--- src/rtl/dpa_pkg.sv ---
// Shared constants, codes and controller/datapath types of the descriptor page allocator.
`default_nettype none

package dpa_pkg;

    localparam int DEF_NUM_PAGES  = 16;
    localparam int DEF_FENCE_BITS = 32;

    localparam int CMD_W      = 2;
    localparam int COUNT_W    = 9;
    localparam int FENCE_W    = 32;
    localparam int SLOT_W     = 16;
    localparam int ERR_W      = 2;
    localparam int PWORDS_W   = 9;
    localparam int PSLOTS_W   = 16;
    localparam int CFG_IDX_W  = 2;
    localparam int CFG_DATA_W = 16;

    localparam logic [CMD_W-1:0] CMD_ALLOC_DYN  = 2'd0;
    localparam logic [CMD_W-1:0] CMD_RELEASE    = 2'd1;
    localparam logic [CMD_W-1:0] CMD_ALLOC_PERS = 2'd2;

    localparam logic [ERR_W-1:0] ERR_OK       = 2'd0;
    localparam logic [ERR_W-1:0] ERR_NO_PAGE  = 2'd1;
    localparam logic [ERR_W-1:0] ERR_PERS_FULL = 2'd2;
    localparam logic [ERR_W-1:0] ERR_OVERSIZE = 2'd3;

    localparam logic [CFG_IDX_W-1:0] CFG_PAGE_WORDS       = 2'd0;
    localparam logic [CFG_IDX_W-1:0] CFG_PERSISTENT_SLOTS = 2'd1;

    localparam logic [PWORDS_W-1:0] PAGE_WORDS_RST       = 9'd64;
    localparam logic [PSLOTS_W-1:0] PERSISTENT_SLOTS_RST = 16'd1024;

    // datapath micro-operations
    typedef logic [3:0] t_dp_op;
    localparam t_dp_op OP_NONE         = 4'd0;
    localparam t_dp_op OP_PERSIST      = 4'd1;
    localparam t_dp_op OP_RES_ZERO     = 4'd2;
    localparam t_dp_op OP_RES_OVERSIZE = 4'd3;
    localparam t_dp_op OP_RES_NOPAGE   = 4'd4;
    localparam t_dp_op OP_RETIRE       = 4'd5;
    localparam t_dp_op OP_REL_RD       = 4'd6;
    localparam t_dp_op OP_REL_WR       = 4'd7;
    localparam t_dp_op OP_REL_END      = 4'd8;
    localparam t_dp_op OP_DRN_RD       = 4'd9;
    localparam t_dp_op OP_DRN_WR       = 4'd10;
    localparam t_dp_op OP_POP_RD       = 4'd11;
    localparam t_dp_op OP_POP_WR       = 4'd12;
    localparam t_dp_op OP_MUL          = 4'd13;
    localparam t_dp_op OP_FIN          = 4'd14;

    typedef struct packed {
        logic   latch;
        logic   load_out;
        t_dp_op op;
    } t_dp_cmd;

    typedef struct packed {
        logic [CMD_W-1:0] command;
        logic             too_big;
        logic             fits;
        logic             free_empty;
        logic             drain_more;
        logic             drain_ok;
        logic             rel_more;
        logic             out_free;
    } t_dp_sts;

endpackage

`default_nettype wire

--- src/rtl/dpa_intf.sv ---
// Request, response and configuration channel interfaces.
`default_nettype none

interface dpa_req_if import dpa_pkg::*; ();
    logic               valid;
    logic               ready;
    logic [CMD_W-1:0]   command;
    logic [COUNT_W-1:0] count;
    logic [FENCE_W-1:0] fence_value;
    logic [FENCE_W-1:0] completed_value;

    modport source (output valid, command, count, fence_value, completed_value, input ready);
    modport sink   (input valid, command, count, fence_value, completed_value, output ready);
endinterface

interface dpa_rsp_if import dpa_pkg::*; ();
    logic              valid;
    logic              ready;
    logic [SLOT_W-1:0] slot_index;
    logic [ERR_W-1:0]  error_code;

    modport source (output valid, slot_index, error_code, input ready);
    modport sink   (input valid, slot_index, error_code, output ready);
endinterface

interface dpa_cfg_if import dpa_pkg::*; ();
    logic                  valid;
    logic                  ready;
    logic [CFG_IDX_W-1:0]  index;
    logic [CFG_DATA_W-1:0] data;

    modport source (output valid, index, data, input ready);
    modport sink   (input valid, index, data, output ready);
endinterface

`default_nettype wire

--- src/rtl/descriptor_page_allocator_unit.sv ---
// Descriptor page allocator: top level joining the sequencer and the datapath.
// One request word is worked at a time. The response sits in an output register, so a new
// request is taken while the last response waits. The paths through the sequencer:
//   - unused command, persistent allocation or oversize count: result, then output;
//   - dynamic allocation in the current page: multiply, finish, output;
//   - dynamic allocation with a fresh page from the stack: retire, stack read and pop, then as above;
//   - with the free stack empty, pages are first recycled from the release FIFO, a read and
//     a write each, until the FIFO is empty, the stack is full or a page whose fence is not yet
//     complete stops the recycling; if no page comes free, the no-page response follows;
//   - release: a read and a write per used page, then the output.
// A response that cannot enter the output register holds the sequencer until it is free.
// The sequencer steps one memory access per cycle on the page stack, release FIFO and used
// list. No clearing pass after reset: the block is ready at once.
`default_nettype none

module descriptor_page_allocator_unit import dpa_pkg::*; #(
    parameter int NUM_PAGES  = DEF_NUM_PAGES,
    parameter int FENCE_BITS = DEF_FENCE_BITS
) (
    input wire logic  i_clk,
    input wire logic  i_rst_n,
    dpa_req_if.sink   i_req,
    dpa_rsp_if.source o_rsp,
    dpa_cfg_if.sink   i_cfg
);

    t_dp_cmd w_cmd;
    t_dp_sts w_sts;
    logic    w_req_ready;

    assign i_req.ready = w_req_ready;
    assign i_cfg.ready = 1'b1;

    dpa_ctrl u_ctrl (
        .i_clk       (i_clk),
        .i_rst_n     (i_rst_n),
        .i_req_valid (i_req.valid),
        .i_sts       (w_sts),
        .o_req_ready (w_req_ready),
        .o_cmd       (w_cmd)
    );

    dpa_dp #(
        .NUM_PAGES  (NUM_PAGES),
        .FENCE_BITS (FENCE_BITS)
    ) u_dp (
        .i_clk             (i_clk),
        .i_rst_n           (i_rst_n),
        .i_cmd             (w_cmd),
        .o_sts             (w_sts),
        .i_command         (i_req.command),
        .i_count           (i_req.count),
        .i_fence_value     (i_req.fence_value),
        .i_completed_value (i_req.completed_value),
        .i_cfg_valid       (i_cfg.valid),
        .i_cfg_index       (i_cfg.index),
        .i_cfg_data        (i_cfg.data),
        .i_rsp_ready       (o_rsp.ready),
        .o_rsp_valid       (o_rsp.valid),
        .o_slot_index      (o_rsp.slot_index),
        .o_error_code      (o_rsp.error_code)
    );

    a_accept_latches: assert property (@(posedge i_clk) disable iff (!i_rst_n)
        (i_req.valid && i_req.ready) |-> w_cmd.latch)
        else $error("request accepted without latch");

    a_load_when_free: assert property (@(posedge i_clk) disable iff (!i_rst_n)
        w_cmd.load_out |-> w_sts.out_free)
        else $error("response loaded over a pending word");

    a_rise_from_load: assert property (@(posedge i_clk) disable iff (!i_rst_n)
        $rose(o_rsp.valid) |-> $past(w_cmd.load_out))
        else $error("response valid without a load");

    a_err_zero_slot: assert property (@(posedge i_clk) disable iff (!i_rst_n)
        (o_rsp.valid && (o_rsp.error_code != ERR_OK)) |-> (o_rsp.slot_index == '0))
        else $error("nonzero slot on error response");

endmodule

`default_nettype wire

--- src/rtl/dpa_ctrl.sv ---
// Command sequencer: steps the datapath through each request word.
`default_nettype none

module dpa_ctrl import dpa_pkg::*; (
    input  wire logic    i_clk,
    input  wire logic    i_rst_n,
    input  wire logic    i_req_valid,
    input  wire t_dp_sts i_sts,
    output logic         o_req_ready,
    output t_dp_cmd      o_cmd
);

    localparam logic [3:0] S_IDLE    = 4'd0;
    localparam logic [3:0] S_DISP    = 4'd1;
    localparam logic [3:0] S_REL     = 4'd2;
    localparam logic [3:0] S_REL_WR  = 4'd3;
    localparam logic [3:0] S_DRN_RD  = 4'd4;
    localparam logic [3:0] S_DRN_CHK = 4'd5;
    localparam logic [3:0] S_POP_CHK = 4'd6;
    localparam logic [3:0] S_POP_WR  = 4'd7;
    localparam logic [3:0] S_MUL     = 4'd8;
    localparam logic [3:0] S_FIN     = 4'd9;
    localparam logic [3:0] S_OUT     = 4'd10;

    logic [3:0] r_state;
    logic [3:0] n_state;

    always_ff @(posedge i_clk) begin
        if (!i_rst_n) begin
            r_state <= S_IDLE;
        end else begin
            r_state <= n_state;
        end
    end

    assign o_req_ready = (r_state == S_IDLE);

    always_comb begin
        n_state        = r_state;
        o_cmd.latch    = 1'b0;
        o_cmd.load_out = 1'b0;
        o_cmd.op       = OP_NONE;
        case (r_state)
            S_IDLE: begin
                if (i_req_valid) begin
                    o_cmd.latch = 1'b1;
                    n_state     = S_DISP;
                end
            end
            S_DISP: begin
                case (i_sts.command)
                    CMD_ALLOC_DYN: begin
                        if (i_sts.too_big) begin
                            o_cmd.op = OP_RES_OVERSIZE;
                            n_state  = S_OUT;
                        end else if (i_sts.fits) begin
                            n_state = S_MUL;
                        end else begin
                            // retire current page; recycle only if the stack is dry
                            o_cmd.op = OP_RETIRE;
                            n_state  = i_sts.free_empty ? S_DRN_RD : S_POP_CHK;
                        end
                    end
                    CMD_RELEASE: n_state = S_REL;
                    CMD_ALLOC_PERS: begin
                        o_cmd.op = OP_PERSIST;
                        n_state  = S_OUT;
                    end
                    default: begin
                        o_cmd.op = OP_RES_ZERO;
                        n_state  = S_OUT;
                    end
                endcase
            end
            S_REL: begin
                if (i_sts.rel_more) begin
                    o_cmd.op = OP_REL_RD;
                    n_state  = S_REL_WR;
                end else begin
                    o_cmd.op = OP_REL_END;
                    n_state  = S_OUT;
                end
            end
            S_REL_WR: begin
                o_cmd.op = OP_REL_WR;
                n_state  = S_REL;
            end
            S_DRN_RD: begin
                if (i_sts.drain_more) begin
                    o_cmd.op = OP_DRN_RD;
                    n_state  = S_DRN_CHK;
                end else begin
                    n_state = S_POP_CHK;
                end
            end
            S_DRN_CHK: begin
                if (i_sts.drain_ok) begin
                    o_cmd.op = OP_DRN_WR;
                    n_state  = S_DRN_RD;
                end else begin
                    n_state = S_POP_CHK;
                end
            end
            S_POP_CHK: begin
                if (i_sts.free_empty) begin
                    o_cmd.op = OP_RES_NOPAGE;
                    n_state  = S_OUT;
                end else begin
                    o_cmd.op = OP_POP_RD;
                    n_state  = S_POP_WR;
                end
            end
            S_POP_WR: begin
                o_cmd.op = OP_POP_WR;
                n_state  = S_MUL;
            end
            S_MUL: begin
                o_cmd.op = OP_MUL;
                n_state  = S_FIN;
            end
            S_FIN: begin
                o_cmd.op = OP_FIN;
                n_state  = S_OUT;
            end
            S_OUT: begin
                if (i_sts.out_free) begin
                    o_cmd.load_out = 1'b1;
                    n_state        = S_IDLE;
                end
            end
            default: n_state = S_IDLE;
        endcase
    end

endmodule

`default_nettype wire

--- src/rtl/dpa_dp.sv ---
// Datapath: config registers, page stack, release FIFO, used list, counters and result.
`default_nettype none

module dpa_dp import dpa_pkg::*; #(
    parameter int NUM_PAGES  = DEF_NUM_PAGES,
    parameter int FENCE_BITS = DEF_FENCE_BITS
) (
    input  wire logic                  i_clk,
    input  wire logic                  i_rst_n,
    input  wire t_dp_cmd               i_cmd,
    output t_dp_sts                    o_sts,
    input  wire logic [CMD_W-1:0]      i_command,
    input  wire logic [COUNT_W-1:0]    i_count,
    input  wire logic [FENCE_W-1:0]    i_fence_value,
    input  wire logic [FENCE_W-1:0]    i_completed_value,
    input  wire logic                  i_cfg_valid,
    input  wire logic [CFG_IDX_W-1:0]  i_cfg_index,
    input  wire logic [CFG_DATA_W-1:0] i_cfg_data,
    input  wire logic                  i_rsp_ready,
    output logic                       o_rsp_valid,
    output logic [SLOT_W-1:0]          o_slot_index,
    output logic [ERR_W-1:0]           o_error_code
);

    localparam int PW = (NUM_PAGES > 1) ? $clog2(NUM_PAGES) : 1;
    localparam int CW = $clog2(NUM_PAGES + 1);
    localparam int FW = (FENCE_BITS < FENCE_W) ? FENCE_BITS : FENCE_W;
    localparam logic [CW-1:0] N_PAGES   = CW'(NUM_PAGES);
    localparam logic [PW-1:0] LAST_PAGE = PW'(NUM_PAGES - 1);

    // configuration
    logic [PWORDS_W-1:0] r_page_words;
    logic [PSLOTS_W-1:0] r_pers_slots;

    // latched request word
    logic [CMD_W-1:0]   r_command;
    logic [COUNT_W-1:0] r_count;
    logic [FW-1:0]      r_fence;
    logic [FW-1:0]      r_completed;

    // memories
    logic [PW-1:0] r_stack_mem [NUM_PAGES];
    logic [PW-1:0] r_used_mem  [NUM_PAGES];
    logic [PW-1:0] r_fpage_mem [NUM_PAGES];
    logic [FW-1:0] r_ffence_mem[NUM_PAGES];
    logic [NUM_PAGES-1:0] r_stk_written;

    // bookkeeping
    logic [CW-1:0]       r_free_cnt;
    logic [CW-1:0]       r_fifo_cnt;
    logic [CW-1:0]       r_used_cnt;
    logic [CW-1:0]       r_rel_idx;
    logic [PW-1:0]       r_head;
    logic [PW-1:0]       r_tail;
    logic [PW-1:0]       r_cur_page;
    logic                r_cur_valid;
    logic [PWORDS_W-1:0] r_offset;
    logic [PSLOTS_W-1:0] r_pers_next;

    // registered read data and result
    logic [PW-1:0]      r_stk_q;
    logic               r_stk_vld;
    logic [PW-1:0]      r_stk_addr;
    logic [PW-1:0]      r_used_q;
    logic [PW-1:0]      r_fq_page;
    logic [FW-1:0]      r_fq_fence;
    logic [PW+8:0]      r_prod;
    logic [SLOT_W-1:0]  r_res_slot;
    logic [ERR_W-1:0]   r_res_err;
    logic               r_out_valid;
    logic [SLOT_W-1:0]  r_out_slot;
    logic [ERR_W-1:0]   r_out_err;

    logic [CW-1:0]       w_free_dec;
    logic [PW-1:0]       w_pop_addr;
    logic [PWORDS_W:0]   w_fit_sum;
    logic [PW-1:0]       w_head_nxt;
    logic [PW-1:0]       w_tail_nxt;

    assign w_free_dec = r_free_cnt - CW'(1);
    assign w_pop_addr = w_free_dec[PW-1:0];
    assign w_fit_sum  = {1'b0, r_offset} + {1'b0, r_count};
    assign w_head_nxt = (r_head == LAST_PAGE) ? '0 : r_head + PW'(1);
    assign w_tail_nxt = (r_tail == LAST_PAGE) ? '0 : r_tail + PW'(1);

    assign o_sts.command    = r_command;
    assign o_sts.too_big    = (r_count > r_page_words);
    assign o_sts.fits       = r_cur_valid && (w_fit_sum <= {1'b0, r_page_words});
    assign o_sts.free_empty = (r_free_cnt == '0);
    assign o_sts.drain_more = (r_fifo_cnt != '0) && (r_free_cnt < N_PAGES);
    assign o_sts.drain_ok   = (r_fq_fence <= r_completed);
    assign o_sts.rel_more   = (r_rel_idx < r_used_cnt);
    assign o_sts.out_free   = !r_out_valid || i_rsp_ready;

    assign o_rsp_valid  = r_out_valid;
    assign o_slot_index = r_out_slot;
    assign o_error_code = r_out_err;

    // memories and payload
    always_ff @(posedge i_clk) begin
        if (i_cmd.latch) begin
            r_command   <= i_command;
            r_count     <= i_count;
            r_fence     <= i_fence_value[FW-1:0];
            r_completed <= i_completed_value[FW-1:0];
        end
        case (i_cmd.op)
            OP_RETIRE: begin
                if (r_cur_valid && (r_used_cnt < N_PAGES)) begin
                    r_used_mem[r_used_cnt[PW-1:0]] <= r_cur_page;
                end
            end
            OP_REL_RD: r_used_q <= r_used_mem[r_rel_idx[PW-1:0]];
            OP_REL_WR: begin
                if (r_fifo_cnt < N_PAGES) begin
                    r_fpage_mem[r_tail]  <= r_used_q;
                    r_ffence_mem[r_tail] <= r_fence;
                end
            end
            OP_DRN_RD: begin
                r_fq_page  <= r_fpage_mem[r_head];
                r_fq_fence <= r_ffence_mem[r_head];
            end
            OP_DRN_WR: r_stack_mem[r_free_cnt[PW-1:0]] <= r_fq_page;
            OP_POP_RD: begin
                r_stk_q    <= r_stack_mem[w_pop_addr];
                r_stk_vld  <= r_stk_written[w_pop_addr];
                r_stk_addr <= w_pop_addr;
            end
            OP_MUL: begin
                r_prod <= {{PWORDS_W{1'b0}}, r_cur_page} * {{PW{1'b0}}, r_page_words};
            end
            OP_PERSIST: begin
                if (r_pers_next >= r_pers_slots) begin
                    r_res_slot <= '0;
                    r_res_err  <= ERR_PERS_FULL;
                end else begin
                    r_res_slot <= r_pers_next;
                    r_res_err  <= ERR_OK;
                end
            end
            OP_RES_ZERO, OP_REL_END: begin
                r_res_slot <= '0;
                r_res_err  <= ERR_OK;
            end
            OP_RES_OVERSIZE: begin
                r_res_slot <= '0;
                r_res_err  <= ERR_OVERSIZE;
            end
            OP_RES_NOPAGE: begin
                r_res_slot <= '0;
                r_res_err  <= ERR_NO_PAGE;
            end
            OP_FIN: begin
                r_res_slot <= r_pers_slots + SLOT_W'(r_prod) + SLOT_W'(r_offset);
                r_res_err  <= ERR_OK;
            end
            default: ;
        endcase
        if (i_cmd.load_out) begin
            r_out_slot <= r_res_slot;
            r_out_err  <= r_res_err;
        end
    end

    // control state
    always_ff @(posedge i_clk) begin
        if (!i_rst_n) begin
            r_page_words  <= PAGE_WORDS_RST;
            r_pers_slots  <= PERSISTENT_SLOTS_RST;
            r_stk_written <= '0;
            r_free_cnt    <= N_PAGES;
            r_fifo_cnt    <= '0;
            r_used_cnt    <= '0;
            r_rel_idx     <= '0;
            r_head        <= '0;
            r_tail        <= '0;
            r_cur_page    <= '0;
            r_cur_valid   <= 1'b0;
            r_offset      <= '0;
            r_pers_next   <= '0;
            r_out_valid   <= 1'b0;
        end else begin
            if (i_cfg_valid) begin
                case (i_cfg_index)
                    CFG_PAGE_WORDS:       r_page_words <= i_cfg_data[PWORDS_W-1:0];
                    CFG_PERSISTENT_SLOTS: r_pers_slots <= i_cfg_data;
                    default: ;
                endcase
            end
            case (i_cmd.op)
                OP_PERSIST: begin
                    if (r_pers_next < r_pers_slots) begin
                        r_pers_next <= r_pers_next + PSLOTS_W'(1);
                    end
                end
                OP_RETIRE: begin
                    if (r_cur_valid && (r_used_cnt < N_PAGES)) begin
                        r_used_cnt <= r_used_cnt + CW'(1);
                    end
                    r_cur_valid <= 1'b0;
                end
                OP_REL_RD: r_rel_idx <= r_rel_idx + CW'(1);
                OP_REL_WR: begin
                    if (r_fifo_cnt < N_PAGES) begin
                        r_tail     <= w_tail_nxt;
                        r_fifo_cnt <= r_fifo_cnt + CW'(1);
                    end
                end
                OP_REL_END: begin
                    r_used_cnt <= '0;
                    r_rel_idx  <= '0;
                end
                OP_DRN_WR: begin
                    r_stk_written[r_free_cnt[PW-1:0]] <= 1'b1;
                    r_free_cnt <= r_free_cnt + CW'(1);
                    r_head     <= w_head_nxt;
                    r_fifo_cnt <= r_fifo_cnt - CW'(1);
                end
                OP_POP_RD: r_free_cnt <= w_free_dec;
                OP_POP_WR: begin
                    // never-written stack entries hold their own page number
                    r_cur_page  <= r_stk_vld ? r_stk_q : r_stk_addr;
                    r_cur_valid <= 1'b1;
                    r_offset    <= '0;
                end
                OP_FIN: r_offset <= PWORDS_W'(w_fit_sum);
                default: ;
            endcase
            if (i_cmd.load_out) begin
                r_out_valid <= 1'b1;
            end else if (i_rsp_ready) begin
                r_out_valid <= 1'b0;
            end
        end
    end

endmodule

`default_nettype wire

--- src/flat_wrapper.sv ---
// flat-port wrapper written by rule: the top's interface ports become plain ports
module descriptor_page_allocator_unit_flat import dpa_pkg::*;
#(
    parameter int NUM_PAGES  = DEF_NUM_PAGES,
    parameter int FENCE_BITS = DEF_FENCE_BITS
)
  (i_clk, i_rst_n, i_req_valid, i_req_command, i_req_count, i_req_fence_value, i_req_completed_value, i_req_ready, o_rsp_valid, o_rsp_slot_index, o_rsp_error_code, o_rsp_ready, i_cfg_valid, i_cfg_index, i_cfg_data, i_cfg_ready);
  dpa_req_if i_req_i ();
  dpa_rsp_if o_rsp_i ();
  dpa_cfg_if i_cfg_i ();
  input wire logic i_clk;
  input wire logic i_rst_n;
  input wire logic [$bits(i_req_i.valid)-1:0] i_req_valid;
  input wire logic [$bits(i_req_i.command)-1:0] i_req_command;
  input wire logic [$bits(i_req_i.count)-1:0] i_req_count;
  input wire logic [$bits(i_req_i.fence_value)-1:0] i_req_fence_value;
  input wire logic [$bits(i_req_i.completed_value)-1:0] i_req_completed_value;
  output wire logic [$bits(i_req_i.ready)-1:0] i_req_ready;
  output wire logic [$bits(o_rsp_i.valid)-1:0] o_rsp_valid;
  output wire logic [$bits(o_rsp_i.slot_index)-1:0] o_rsp_slot_index;
  output wire logic [$bits(o_rsp_i.error_code)-1:0] o_rsp_error_code;
  input wire logic [$bits(o_rsp_i.ready)-1:0] o_rsp_ready;
  input wire logic [$bits(i_cfg_i.valid)-1:0] i_cfg_valid;
  input wire logic [$bits(i_cfg_i.index)-1:0] i_cfg_index;
  input wire logic [$bits(i_cfg_i.data)-1:0] i_cfg_data;
  output wire logic [$bits(i_cfg_i.ready)-1:0] i_cfg_ready;
  assign i_req_i.valid = i_req_valid;
  assign i_req_i.command = i_req_command;
  assign i_req_i.count = i_req_count;
  assign i_req_i.fence_value = i_req_fence_value;
  assign i_req_i.completed_value = i_req_completed_value;
  assign i_req_ready = i_req_i.ready;
  assign o_rsp_valid = o_rsp_i.valid;
  assign o_rsp_slot_index = o_rsp_i.slot_index;
  assign o_rsp_error_code = o_rsp_i.error_code;
  assign o_rsp_i.ready = o_rsp_ready;
  assign i_cfg_i.valid = i_cfg_valid;
  assign i_cfg_i.index = i_cfg_index;
  assign i_cfg_i.data = i_cfg_data;
  assign i_cfg_ready = i_cfg_i.ready;
  descriptor_page_allocator_unit #(.NUM_PAGES(NUM_PAGES), .FENCE_BITS(FENCE_BITS)) u_core (.i_clk(i_clk), .i_rst_n(i_rst_n), .i_req(i_req_i), .o_rsp(o_rsp_i), .i_cfg(i_cfg_i));
endmodule
--- config.mk ---
export PLATFORM = sky130hd
export DESIGN_NAME = descriptor_page_allocator_unit_flat
export DESIGN_NICKNAME = d
export VERILOG_FILES = /design/src/rtl/dpa_pkg.sv /design/src/rtl/dpa_intf.sv /design/src/rtl/descriptor_page_allocator_unit.sv /design/src/rtl/dpa_ctrl.sv /design/src/rtl/dpa_dp.sv /design/src/flat_wrapper.sv
export SDC_FILE = /design/constraint.sdc
export NUM_CORES = 1
export LEC_CHECK = 0
export ABC_AREA = 1
export BUFFER_PORTS_ARGS = -buffer_cell sky130_fd_sc_hd__buf_2
export CAP_MARGIN = 30
export CORE_UTILIZATION = 40
export DETAILED_ROUTE_END_ITERATION = 7
export PLACE_DENSITY = 0.57
export SLEW_MARGIN = 25
export SYNTH_ARGS = -nofsm -noshare
export SYNTH_HDL_FRONTEND = slang
export SYNTH_SLANG_ARGS = --single-unit
--- constraint.sdc ---
create_clock -name i_clk -period 13.3 [get_ports i_clk]
set_input_delay 1.33 -clock i_clk [delete_from_list [all_inputs] [get_ports i_clk]]
set_output_delay 1.33 -clock i_clk [all_outputs]
set_load 0.01 [all_outputs]
### After elaboration in Yosys (flattened, before gate mapping)

Memory sizes are Yosys's and may differ from the RTL's. A register that Yosys moved wholly into a read port is not among the register bits.
Index checks and enable logic that the tools add are counted.

| storage, ports and cells | value |
|---|---|
| register bits | 233 |
| memory bits (writable) | 704 |
| bits of input ports | 98 |
| output and inout port bits | 21 |
| logic and storage cells | 170 |
| memories kept | 4 |

Memories:

| name | words | width | rd ports | clocked after Yosys merged registers in | wr ports | RTL line | RTL |
|---|---|---|---|---|---|---|---|
| u_core.u_dp.r_ffence_mem | 16 | 32 | 1 | 1 | 1 | dpa_dp.sv:45 | `logic [FW-1:0] r_ffence_mem[NUM_PAGES];` |
| u_core.u_dp.r_fpage_mem | 16 | 4 | 1 | 1 | 1 | dpa_dp.sv:44 | `logic [PW-1:0] r_fpage_mem [NUM_PAGES];` |
| u_core.u_dp.r_stack_mem | 16 | 4 | 1 | 1 | 1 | dpa_dp.sv:42 | `logic [PW-1:0] r_stack_mem [NUM_PAGES];` |
| u_core.u_dp.r_used_mem | 16 | 4 | 1 | 1 | 1 | dpa_dp.sv:43 | `logic [PW-1:0] r_used_mem [NUM_PAGES];` |

| cells by class | value |
|---|---|
| add/sub/neg operators | 12 |
| multiply operators | 1 |
| magnitude comparators | 12 |
| equality and inequality tests | 33 |
| mux-type cells | 52 |
| bitwise logic cells | 1 |
| reduce and logical (&&, ||, !) cells | 29 |

Operators with widths:

| kind | count |
|---|---|
| $mux W4 | 13 |
| $eq A4 B4 Y1 const B | 12 |
| $pmux W16 S3 | 1 |
| $pmux W4 S11 | 1 |
| $pmux W5 S2 | 4 |
| $pmux W4 S9 | 1 |
| $eq A4 B3 Y1 const B | 8 |
| $le A32 B32 Y1 | 1 |
| $add A5 B1 Y5 const B | 4 |
| $pmux W9 S2 | 1 |
| $add A16 B1 Y16 const B | 1 |
| $add A16 B13 Y16 | 1 |
| $add A16 B9 Y16 | 1 |
| $eq A4 B2 Y1 const B | 4 |
| $ge A16 B16 Y1 | 1 |
| $lt A16 B16 Y1 | 1 |
| $mux W1 | 16 |
| $mux W16 | 1 |
| $or A16 B16 Y16 | 1 |
| $lt A5 B5 Y1 const B | 3 |
| $reduce_and A2 Y1 | 7 |
| $reduce_bool A2 Y1 | 7 |
| $mul A4 B9 Y13 | 1 |
| $add A9 B9 Y10 | 1 |
| 31 further kinds | 48 |

### Longest topological paths before layout

| logic depth | value |
|---|---|
| depth after elaboration | 10 |
| depth in mapped cells | 27 |
| depth with buffers taken out | 27 |

### Modules after synthesis

Synthesis repeated with hierarchy kept, for this count alone.

| unflattened totals | value |
|---|---|
| cells, all modules | 3,574 |
| area total of the unflattened synthesis | 42,025.3 µm² |

Modules (own cells, without submodules):

| module | instances | cells each | area each (µm²) | seq. area each (µm²) |
|---|---|---|---|---|
| dpa_dp | 1 | 3,482 | 41,541.1 | 28,337.2 |
| dpa_ctrl | 1 | 90 | 473.0 | 80.1 |
| descriptor_page_allocator_unit | 1 | 2 | 11.3 | 0.0 |

### Worst setup path before layout

Ideal clock, no wire load.

| path | value |
|---|---|
| path kind | in2reg |
| from | input port i_req_valid |
| to | register u_core.u_dp.r_command[0], enable pin |
| setup time | 509 ps |
| arrival time | 4,474 ps |
| data required time | 12,791 ps |
| setup slack | 8,317 ps |
| stages | 2 |
| path buffers | 0 |
| cells stage by stage | inv_1 > nor2_1 |

RTL lines:

| element | RTL line | RTL |
|---|---|---|
| start, declared | flat_wrapper.sv:13 | `input wire logic [$bits(i_req_i.valid)-1:0] i_req_valid;` |
| end signal, assigned | dpa_dp.sv:102 | `r_command <= i_command;` |
| end, declared | dpa_dp.sv:36 | `logic [CMD_W-1:0] r_command;` |

### Worst setup path after layout

| path | value |
|---|---|
| from | register u_core.u_dp.r_offset[0] |
| to | register u_core.u_dp.r_res_slot[1], enable pin |

| on the way | value |
|---|---|
| longest elaborated chain between the ends | 10 |
| elaborated cells on any way between the ends | 15 |
| those cells by class | add/sub: 1; order compare: 1; eq/ne: 6; mux: 4; reduce/logical: 3 |

Ends and longest elaborated chain:

| element | RTL line | RTL |
|---|---|---|
| start, declared | dpa_dp.sv:57 | `logic [PWORDS_W-1:0] r_offset;` |
| start signal, assigned | dpa_dp.sv:227 | `OP_FIN: r_offset <= PWORDS_W'(w_fit_sum);` |
| $add A9 B9 Y10 (*) | dpa_dp.sv:82 | `assign w_fit_sum = {1'b0, r_offset} + {1'b0, r_count};` |
| $le A10 B9 Y1 (*) | dpa_dp.sv:88 | `assign o_sts.fits = r_cur_valid && (w_fit_sum <= {1'b0, r_page_words});` |
| $logic_and A1 B1 Y1 (*) | dpa_dp.sv:88 |  |
| $mux W3 (*) | dpa_ctrl.sv:56 | `end else if (i_sts.fits) begin` |
| $mux W3 (*) | dpa_ctrl.sv:53 | `if (i_sts.too_big) begin` |
| $pmux W3 S3 (*) | dpa_ctrl.sv:51 | `case (i_sts.command)` |
| $pmux W4 S9 (*) | dpa_ctrl.sv:43 | `case (r_state)` |
| $eq A4 B4 Y1, or another cell as far along | dpa_dp.sv:107 | `case (i_cmd.op)` |
| $reduce_or A4 Y1 (no source line) | - |  |
| $reduce_bool A3 Y1 (no source line) (*) | - |  |
| end signal, assigned | dpa_dp.sv:138 | `r_res_slot <= r_pers_next;` |
| end signal, assigned | dpa_dp.sv:155 | `r_res_slot <= r_pers_slots + SLOT_W'(r_prod) + SLOT_W'(r_offset);` |
| end, declared | dpa_dp.sv:68 | `logic [SLOT_W-1:0] r_res_slot;` |

Every way passes the cells marked *; elsewhere a longest branch is shown, timed or not.
A chain may end at the register's enable or synchronous reset.

==> impl_metrics.tcl <==
set metrics [dict create \
    status "finished, final reports clean" \
    synthCells 3338 \
    finClkSkew_ns 0.0229 \
    post_cts_buffers 0 \
    top_layer_used "met5" \
    first_pass_iters 5 \
    rows 117 \
    route.detailed.drc 0 \
    io_buffers 117 \
    avgSynthCellArea_um2 12.5 \
    finalWirelength_um 102000 \
    antenna_found_initial 3 \
    grt.total_usage_pct 19.2 \
    antenna_cells 0 \
    grt_pass1_vias 25321 \
    globalplace.congestion 0.885 \
    die_h_um 325 \
    ys_seq_area_share_pct 68.3 \
    slew_viol_final 0 \
    period_share_pct 32.7 \
    fin_setup_tns_ns 0 \
    drive_above_1_share_pct 10.7 \
    cp_max_fo 16 \
    insertion_delay_ns 0.68 \
    m1WireLength_um 44600 \
    worst_slew_pin_slew_ns 0.999 \
    ys_ff_latch 981 \
    slew_headroom_pct 33.4 \
    clock-sinks 981 \
    cap_violations 0 \
    ff2ff_path_depth 24 \
    synth_commonest_cells "edfxtp_1, nor2_1, nand2_1" \
    rsz0062_at_grt "no" \
    wl_per_cell_um 20.8 \
    power_leakage_nw 16.4 \
    die_area_um2 105000 \
    hold_viol_final 0 \
    yosysUniqueCellTypes 53 \
    numCtsBuffers 106 \
    synthTopCellsByArea "edfxtp_1, dfxtp_1, nor2_1" \
    irDropWorstVdd_mv 0.0965 \
    cts-resized-gates 0 \
    cts_hold_buf 0 \
    fin_nets 3700 \
    synth_top_area_cell "edfxtp_1" \
    power.total_w 0.00738 \
    fmax_mhz 230 \
    wl_met2_um 50000 \
    clk_pin_slew_worst_paths_ns 0.06 \
    vias_per_cell 5.33 \
    clockBufferDepth 3 \
    yosysWarningCount 0 \
    dp_hpwl_um 60200 \
    area_growth_pct 13.5 \
    cts_root_buf "clkbuf_16" \
    critical_path_class "flop to flop" \
    netlist_area_um2 41600 \
    synth.top_cell.area_share_pct 63.3 \
    end_kind "flop" \
    synth_flop_cell "edfxtp_1" \
    vias 26105 \
    ant_nets 0 \
    cts_tree "done" \
    start_kind "flop" \
    synth_async_sr_flop_share_pct 0 \
    die_x_um 325 \
    start_util_pct 40.6 \
    synth_edf_count 877 \
    hold_depth 0 \
    grt_max_degree 217 \
    power_density_nw_per_um2 156 \
    wl_met3_um 4890 \
    required_ns 13.60 \
    first_iter_violations 2308 \
    fin_util_pct 46.1 \
    core-area_um2 102000 \
    holdCritPathClass "flop to flop" \
    boundaryPins 119 \
    grt_pass1_wl_um 155000 \
    post-synth-top-count-cell "edfxtp_1" \
    min_period_ns 4.34 \
    overflow 0 \
    setup_viol 0 \
    cp.arrival_ns 4.65 \
    htree_levels 3 \
    synth_nets 3593 \
]
[cells by family after synthesis]
logic type                 after synthesis  synth area share (%)
xor gates and xnor gates                48                  1.01
AOI/OAI and AO/OA                      652                  9.89
other                                    1               0.00901
and+or+nand+nor                       1055                  10.4
muxes                                   70                  1.68
adders and majority gates              157                  5.19
DFF                                    981                  68.3
buffers and inverters                  374                  3.48
[per-layer routing]
layer / global-route usage (%) / vias up
met4: 5.93 / 4
li1: - / 12372
met3: 2.73 / 162
met1: 25.4 / 12903
met5: 0 / -
met2: 32.4 / 664
[registers in the layout, summed over array words and instances (netlist names), 5 cells and up]
name / cells
u_core.u_dp.r_rel_idx: 5
u_core.u_dp.r_fence: 32
u_core.u_dp.r_stack_mem: 64
u_core.u_dp.r_page_words: 9
u_core.u_dp.r_offset: 9
u_core.u_dp.r_used_mem: 64
u_core.u_dp.r_used_cnt: 5
u_core.u_dp.r_free_cnt: 5
u_core.u_dp.r_fq_fence: 32
u_core.u_dp.o_slot_index: 16
u_core.u_dp.r_stk_written: 16
u_core.u_dp.r_fpage_mem: 64
u_core.u_dp.r_count: 9
u_core.u_dp.r_fifo_cnt: 5
u_core.u_dp.r_prod: 13
u_core.u_dp.r_pers_slots: 16
u_core.u_dp.r_res_slot: 16
u_core.u_dp.r_pers_next: 16
u_core.u_dp.r_ffence_mem: 512
u_core.u_dp.r_completed: 32
[cell usage in the layout, fill, tap and decap left out, types with 5 or more instances in the layout]
cell	instances
clkinv_1	17
buf_2	117
mux2i_1	70
nor4_1	5
buf_4	37
o32ai_1	93
nor2_4	22
edfxtp_1	877
o21a_1	21
nand2_2	8
a21oi_1	124
xnor2_1	11
clkinvlp_4	7
xor2_1	37
inv_1	200
a211oi_1	5
nor2_2	8
o211ai_1	21
nand4_1	25
o221ai_1	77
bufinv_16	10
dfxtp_1	101
a31oi_1	8
nor2_1	501
o21ai_0	271
nand3_1	113
clkinv_2	16
clkbuf_1	30
nand2_1	343
nor3_1	15
inv_2	11
clkbuf_16	109
ha_1	131
fa_1	26
o22ai_1	20
[per-stage QoR]
step                cell area (um^2)  setup slack (ns)  std cells  hold WS [ns]
CTS                            47200              8.97       4900         0.419
finish                         47200              8.96       4902         0.418
global placement               43700              9.07       4701         0.402
floorplan                      41600              8.32       3338         0.400
global route                   47200              8.59       4902         0.432
detailed placement             43800              9.04       4703         0.405
[path summary, 6_finish.rpt]
kind | start | endpoint | slack [ns]
worst max-delay path | u_core.u_dp.r_offset[0] | u_core.u_dp.r_res_slot[1] | 8.96
worst max register to register | u_core.u_dp.r_offset[0] | u_core.u_dp.r_res_slot[1] | 8.96
worst min register to register | u_core.u_dp.r_res_slot[0] | u_core.u_dp.o_slot_index[0] | 0.42
worst min-delay path | u_core.u_dp.r_res_slot[0] | u_core.u_dp.o_slot_index[0] | 0.42
[final cells by class]
type / count / area [um^2]
sequential: 981 / 28400
multi-input combinational: 1983 / 11900
clock inverter: 55 / 573
clock buffer: 142 / 2880
tap: 1368 / 1710
inverter: 214 / 808
fill: 9300 / 55200
timing repair buffer: 159 / 955
[critical path, stage by stage, from the launching register on]
cell and delay, ns:
dfxtp_1 0.38, ha_1 0.20, inv_1 0.06, fa_1 0.40, nand3b_1 0.17, and2_1 0.20, inv_1 0.06, a21oi_1 0.05
o21ai_0 0.20, xnor2_1 0.15, inv_1 0.08, ha_1 0.27, nand2_1 0.09, inv_1 0.04, nand2_1 0.05, nand2_1 0.04
nand2_1 0.05, nand2_1 0.04, nand2_1 0.10, nand2_2 0.09, nand3_2 0.11, nand2_2 0.08, nor2_4 0.35, nand2_1 0.15
nand2_1 0.56
[report_power, final]
part	internal, W	leakage (nW)	total, W	switching [W]
clock network	0.00172	1.67	0.00293	0.00121
logic	0.000195	6.00	0.000674	0.000479
registers	0.00363	8.76	0.00378	0.000152
total	0.00554	16.4	0.00738	0.00184
Note: power is estimated with default switching activity, not from simulation.
